File: config.mk
export PLATFORM = sky130hd
export DESIGN_NAME = cccb_ram
export DESIGN_NICKNAME = d
export VERILOG_FILES = /design/src/design/cccb_ram.sv
export SDC_FILE = /design/constraint.sdc
export NUM_CORES = 1
export LEC_CHECK = 0
export ABC_AREA = 1
export BUFFER_PORTS_ARGS = -buffer_cell sky130_fd_sc_hd__buf_2
export CORE_ASPECT_RATIO = 0.9
export CORE_MARGIN = 3
export CORE_UTILIZATION = 35
export DETAILED_ROUTE_END_ITERATION = 8
export PLACE_DENSITY_LB_ADDON = 0.25
export SLEW_MARGIN = 20
export SYNTH_ARGS = -nofsm -noshare
export SYNTH_HDL_FRONTEND = slang
export SYNTH_SLANG_ARGS = --single-unit
export TNS_END_PERCENT = 30
File: constraint.sdc
create_clock -name clk -period 1.66 [get_ports clk]
set_clock_uncertainty 0.05 [all_clocks]
set_input_delay 0 -clock clk [delete_from_list [all_inputs] [get_ports clk]]
set_output_delay 0 -clock clk [all_outputs]
set_load 0.05 [all_outputs]
File: src/design/cccb_ram.sv
// ----------------------------------------------------------------------------
// cccb_ram
// Generic simple dual-port RAM, one write port and one registered read port.
// ----------------------------------------------------------------------------
module cccb_ram #(
	parameter int WIDTH = 8,
	parameter int DEPTH = 64
) (
	input  logic                     clk,
	input  logic                     we,
	input  logic [$clog2(DEPTH)-1:0] waddr,
	input  logic [WIDTH-1:0]         wdata,
	input  logic [$clog2(DEPTH)-1:0] raddr,
	output logic [WIDTH-1:0]         rdata
);
	logic [WIDTH-1:0] mem [DEPTH];

	always_ff @(posedge clk) begin
		if (we) begin
			mem[waddr] <= wdata;
		end
		rdata <= mem[raddr];
	end
endmodule

Word level (Yosys, flattened, before mapping). Memories as Yosys holds them, arrays and structs flattened. A register that Yosys moved wholly into a read port is not among the register bits. Index checks and enable logic that the tools add are counted.

Bits in registers: 0. Memory bits (writable): 512. Input bits: 22. Output and inout port bits: 8. Logic and storage cells: 3. Memories kept: 1.

Memory list: mem (depth 64, width 8, rd ports 1, clocked after memory_dff 1, wr ports 1, RTL line 16) `logic [WIDTH-1:0] mem [DEPTH];`.

Multiplexer cells: 2.

Operator list (count): $mux 1 (2).

Logic depth before layout (Yosys ltp).
Depth after elaboration: 2. Mapped depth: 12. Gate-level depth less buffers: 9.

Least setup slack after synthesis. Ideal clock, no wire load.

Kind: in2reg. From: input port we. To: memory mem[48][0] (enable). Library setup time: 0.395 ns. Data arrival time: 1.371 ns. Data required time: 1.215 ns. Path slack: -0.156 ns. Stages on the path: 3. Buffers on the path: 1. Cells stage by stage: clkbuf_1 > nand4_1 > nor4_1.

Cells in the longest elaborated chain, start to end: 2.

Ends and longest elaborated chain: start: declaration (RTL line 10) `input logic we,`; $mux 1 (RTL line 19) `if (we) begin`; $mux 1 (implied by the code) (RTL line 20) `mem[waddr] <= wdata;`; end: declaration (RTL line 16).

No other way between the ends.

Worst setup path in the final report.
From: register rdata[1], read port of mem. To: output port rdata[1].

RTL lines: start: declaration (RTL line 14) `output logic [WIDTH-1:0] rdata`.

No word-level cell between the ends.

==> results.md <==
* Ports at 30
* R2R Path End: rdata[5]$_DFF_P_
* Die Ht at 240 um
* Ys Warns at 0
* Sink Count at 520
* ANT cells at 0
* FF-to-FF Start: mem[21][5]$_DFFE_PP_
* Syn Area/Cell at 11.8 um2
* Dpl hpwl at 35400 um
* Worst skew pair latency at 0.60 ns
* Synth Register Bits at 520
* VDD IR max at 0.765 mV
* Via count at 14200
* Setup violators final at 0
* Die Width at 266 um
* Non-filler cells, final at 2744
* RD Place Congestion at 0.852
* Layout cell share with drive strength beyond 1 at 11.5%
* Sw frac at 22.5%
* Cells after DPL at 2632
* Max Cap Violations at 0
* Bufs and invs on worst path at 1
* Crit path cell chain: buf_2
* Slew headroom at 57.5%
* Site row count at 85
* PnR worst setup slack at 0.159 ns
* Area Overhead vs Synth at 16.4%
* Initial drt markers at 1427
* Largest net degree at the start of global routing at 65
* Vias in the first global route at 13500
* Worst hold path type: primary input to flop
* Vias per cell at 5.17
* ANT nets after route at 0
* Net Sw Power at 6310 uW
* Leading cell type in the layout, fill and taps excluded: nand2_1
* Fmax at 666 MHz
* Most frequent cells in the layout: nand2_1 (648), edfxtp_1 (512), nand3_1 (439), buf_4 (97), clkbuf_16 (57)
* Clk root buf: clkbuf_16
* Remaining DRCs at 0
* Crit path launch type: flop
* Crit path to: rdata[1]
* Max FO, Critical Path at 1
* Clk network pwr share at 41.0%
* CTS tree: yes
* Crit path depth at 1
* Setup WS pre-CTS at -0.0274 ns
* Synth Instances at 1805
* Crit-path slowest cell: dfxtp_1
* Worst r2r path cells at 8
* Status: completed
* Congestion Overflow GR at 0
* Slew Viols, Final at 0
* Worst Tran Pin Value at 0.638 ns
* Core ar. at 60100 um2
* Tcrit/Tclk final at 90.4%
* Port bufs at 29
* GRT Overall Usage at 18.1%
* Worst setup EP type: output port
* Unrepaired setup endpoints after global routing: no
* Post-synthesis cell area at 21300 um2
* Tmin final at 1.50 ns
* CP delay by family, top: flip-flops
* Synth unique cells at 16
* Aggregate routed wire length at 57300 um
* Synth Net Count at 1827
* Deepest clock path buffer count at 3
* CP Data Required Time at 1.61 ns
* Post-CTS Setup Repair Bufs at 0
* Crit Path Class: flop to output port
* CTS clk-pin slew, worst paths at 0.06 ns
* R2R Setup Slk at 0.26 ns
* Comb pwr share at 7.1%
* Leak at 0.00903 uW
* Die area at 64000 um2
* Worst Hold Slack at 0.0665 ns
* Sequential fraction of the synthesis area at 72.8%
* Final Hold Fails at 0
* Internal Power at 21800 uW
* Reg power frac at 51.9%
* WL/cell at 20.9 um
* CTS H-tree depth at 2
* Worst EP arrival at 1.45 ns
* First-pass GRT wire length at 86900 um
* # nets final at 1941
* Slowest cell delay on critical path at 0.52 ns
* TritonCTS Buffers at 55
* Pwr Density at 1130 nW/um2
* Critical path launch point: rdata[1]$_DFF_P_
* Starting density of the core at 35.5%
* Initial antenna violation count at 4
* DRT Pass-1 Iters at 6
==> kinds of logic (layout without fill, tap and decap cells) <==
family                 after synthesis  in the layout  synth area share [%]
and+or+nand+nor                   1160           1160                  23.2
DFF                                520            520                  72.8
buffers and inverters              125            281                  4.02
==> worst min path at each step <==
stage / cells past startpoint / slack [ns] / startpoint / to
final: 6 / 0.07 / raddr[3] / rdata[1]$_DFF_P_
after global routing: 6 / 0.10 / raddr[3] / rdata[6]$_DFF_P_
after CTS: 6 / 0.03 / raddr[3] / rdata[1]$_DFF_P_
after detailed placement: 3 / 0.37 / raddr[5] / rdata[5]$_DFF_P_
after global placement: 3 / 0.36 / raddr[5] / rdata[2]$_DFF_P_
after floorplan: 0 / 0.05 / wdata[0] / mem[0][0]$_DFFE_PP_
==> cell type report <==
type,count,area (um2)
Inverter,12,52.6
Tap cell,783,980
Sequential cell,520,15500
Multi-Input combinational cell,1160,4950
Timing Repair Buffer,170,1650
Fill cell,5689,35300
Clock inverter,16,118
Clock buffer,83,1550
==> stage by stage <==
step	cell area, um2	util, %	setup TNS (ns)	total power, uW
2_1_floorplan	21300	-	-9.99	15900
3_3_place_gp	23000	38.3	-0.0573	16800
3_5_place_dp	23000	38.3	-0.0522	16800
4_1_cts	24800	41.3	0	28400
5_1_grt	24800	41.3	0	29100
6_report	24800	41.3	0	28100
==> sequential cells by signal, summed over array words and instances (netlist names) <==
name	cells
rdata	8
mem	512
==> tightest hold or removal path, stage by stage <==
cell and delay [ns]:
buf_2 0.11, buf_4 0.25, nand2_1 0.11, nand3_1 0.06, nand3_1 0.06, nand2_1 0.05
==> routing by layer <==
| layer | part of all wire [%] | wire length [um] | GRT usage [%] | vias to the layer above |
|---|---|---|---|---|
| li1 | - | - | - | 6579 |
| met1 | 46 | 26500 | 27.4 | 6946 |
| met2 | 43 | 24600 | 26.6 | 552 |
| met3 | 8.2 | 4700 | 3.15 | 90 |
| met4 | 2.4 | 1390 | 5.17 | 6 |
| met5 | 0.059 | 34 | 0 | - |
==> power groups by stage <==
| stage | clock [uW] | sequential [uW] | combinational, uW |
|---|---|---|---|
| finish | 11500 | 14600 | 2000 |
| global placement | 0 | 14900 | 1970 |
| CTS | 11800 | 14600 | 2010 |
| floorplan | 0 | 14900 | 1020 |
| global route | 12300 | 14600 | 2180 |
| detailed placement | 0 | 14900 | 1980 |
==> cells in the mapped netlist <==
library cell    n  share of area [%]
nand2_1       648                 11
edfxtp_1      512                 72
nand3_1       439                 10
nor2_1         56               0.99
buf_2          37               0.87
buf_6          35                1.8
clkbuf_1       15               0.26
buf_4          14               0.49
buf_1          10               0.18
inv_1          10               0.18
nand4_1         9               0.26
dfxtp_1         8               0.75
nor4_1          8               0.23
buf_8           2               0.14
inv_2           1              0.018
inv_6           1              0.041
==> repair_timing <==
action,CTS,global route
hold endpoints to repair,436,0
gates resized for setup,0,0
hold buffers,13,0
setup endpoints to repair,0,0
Power figures use the tool's default switching activity.
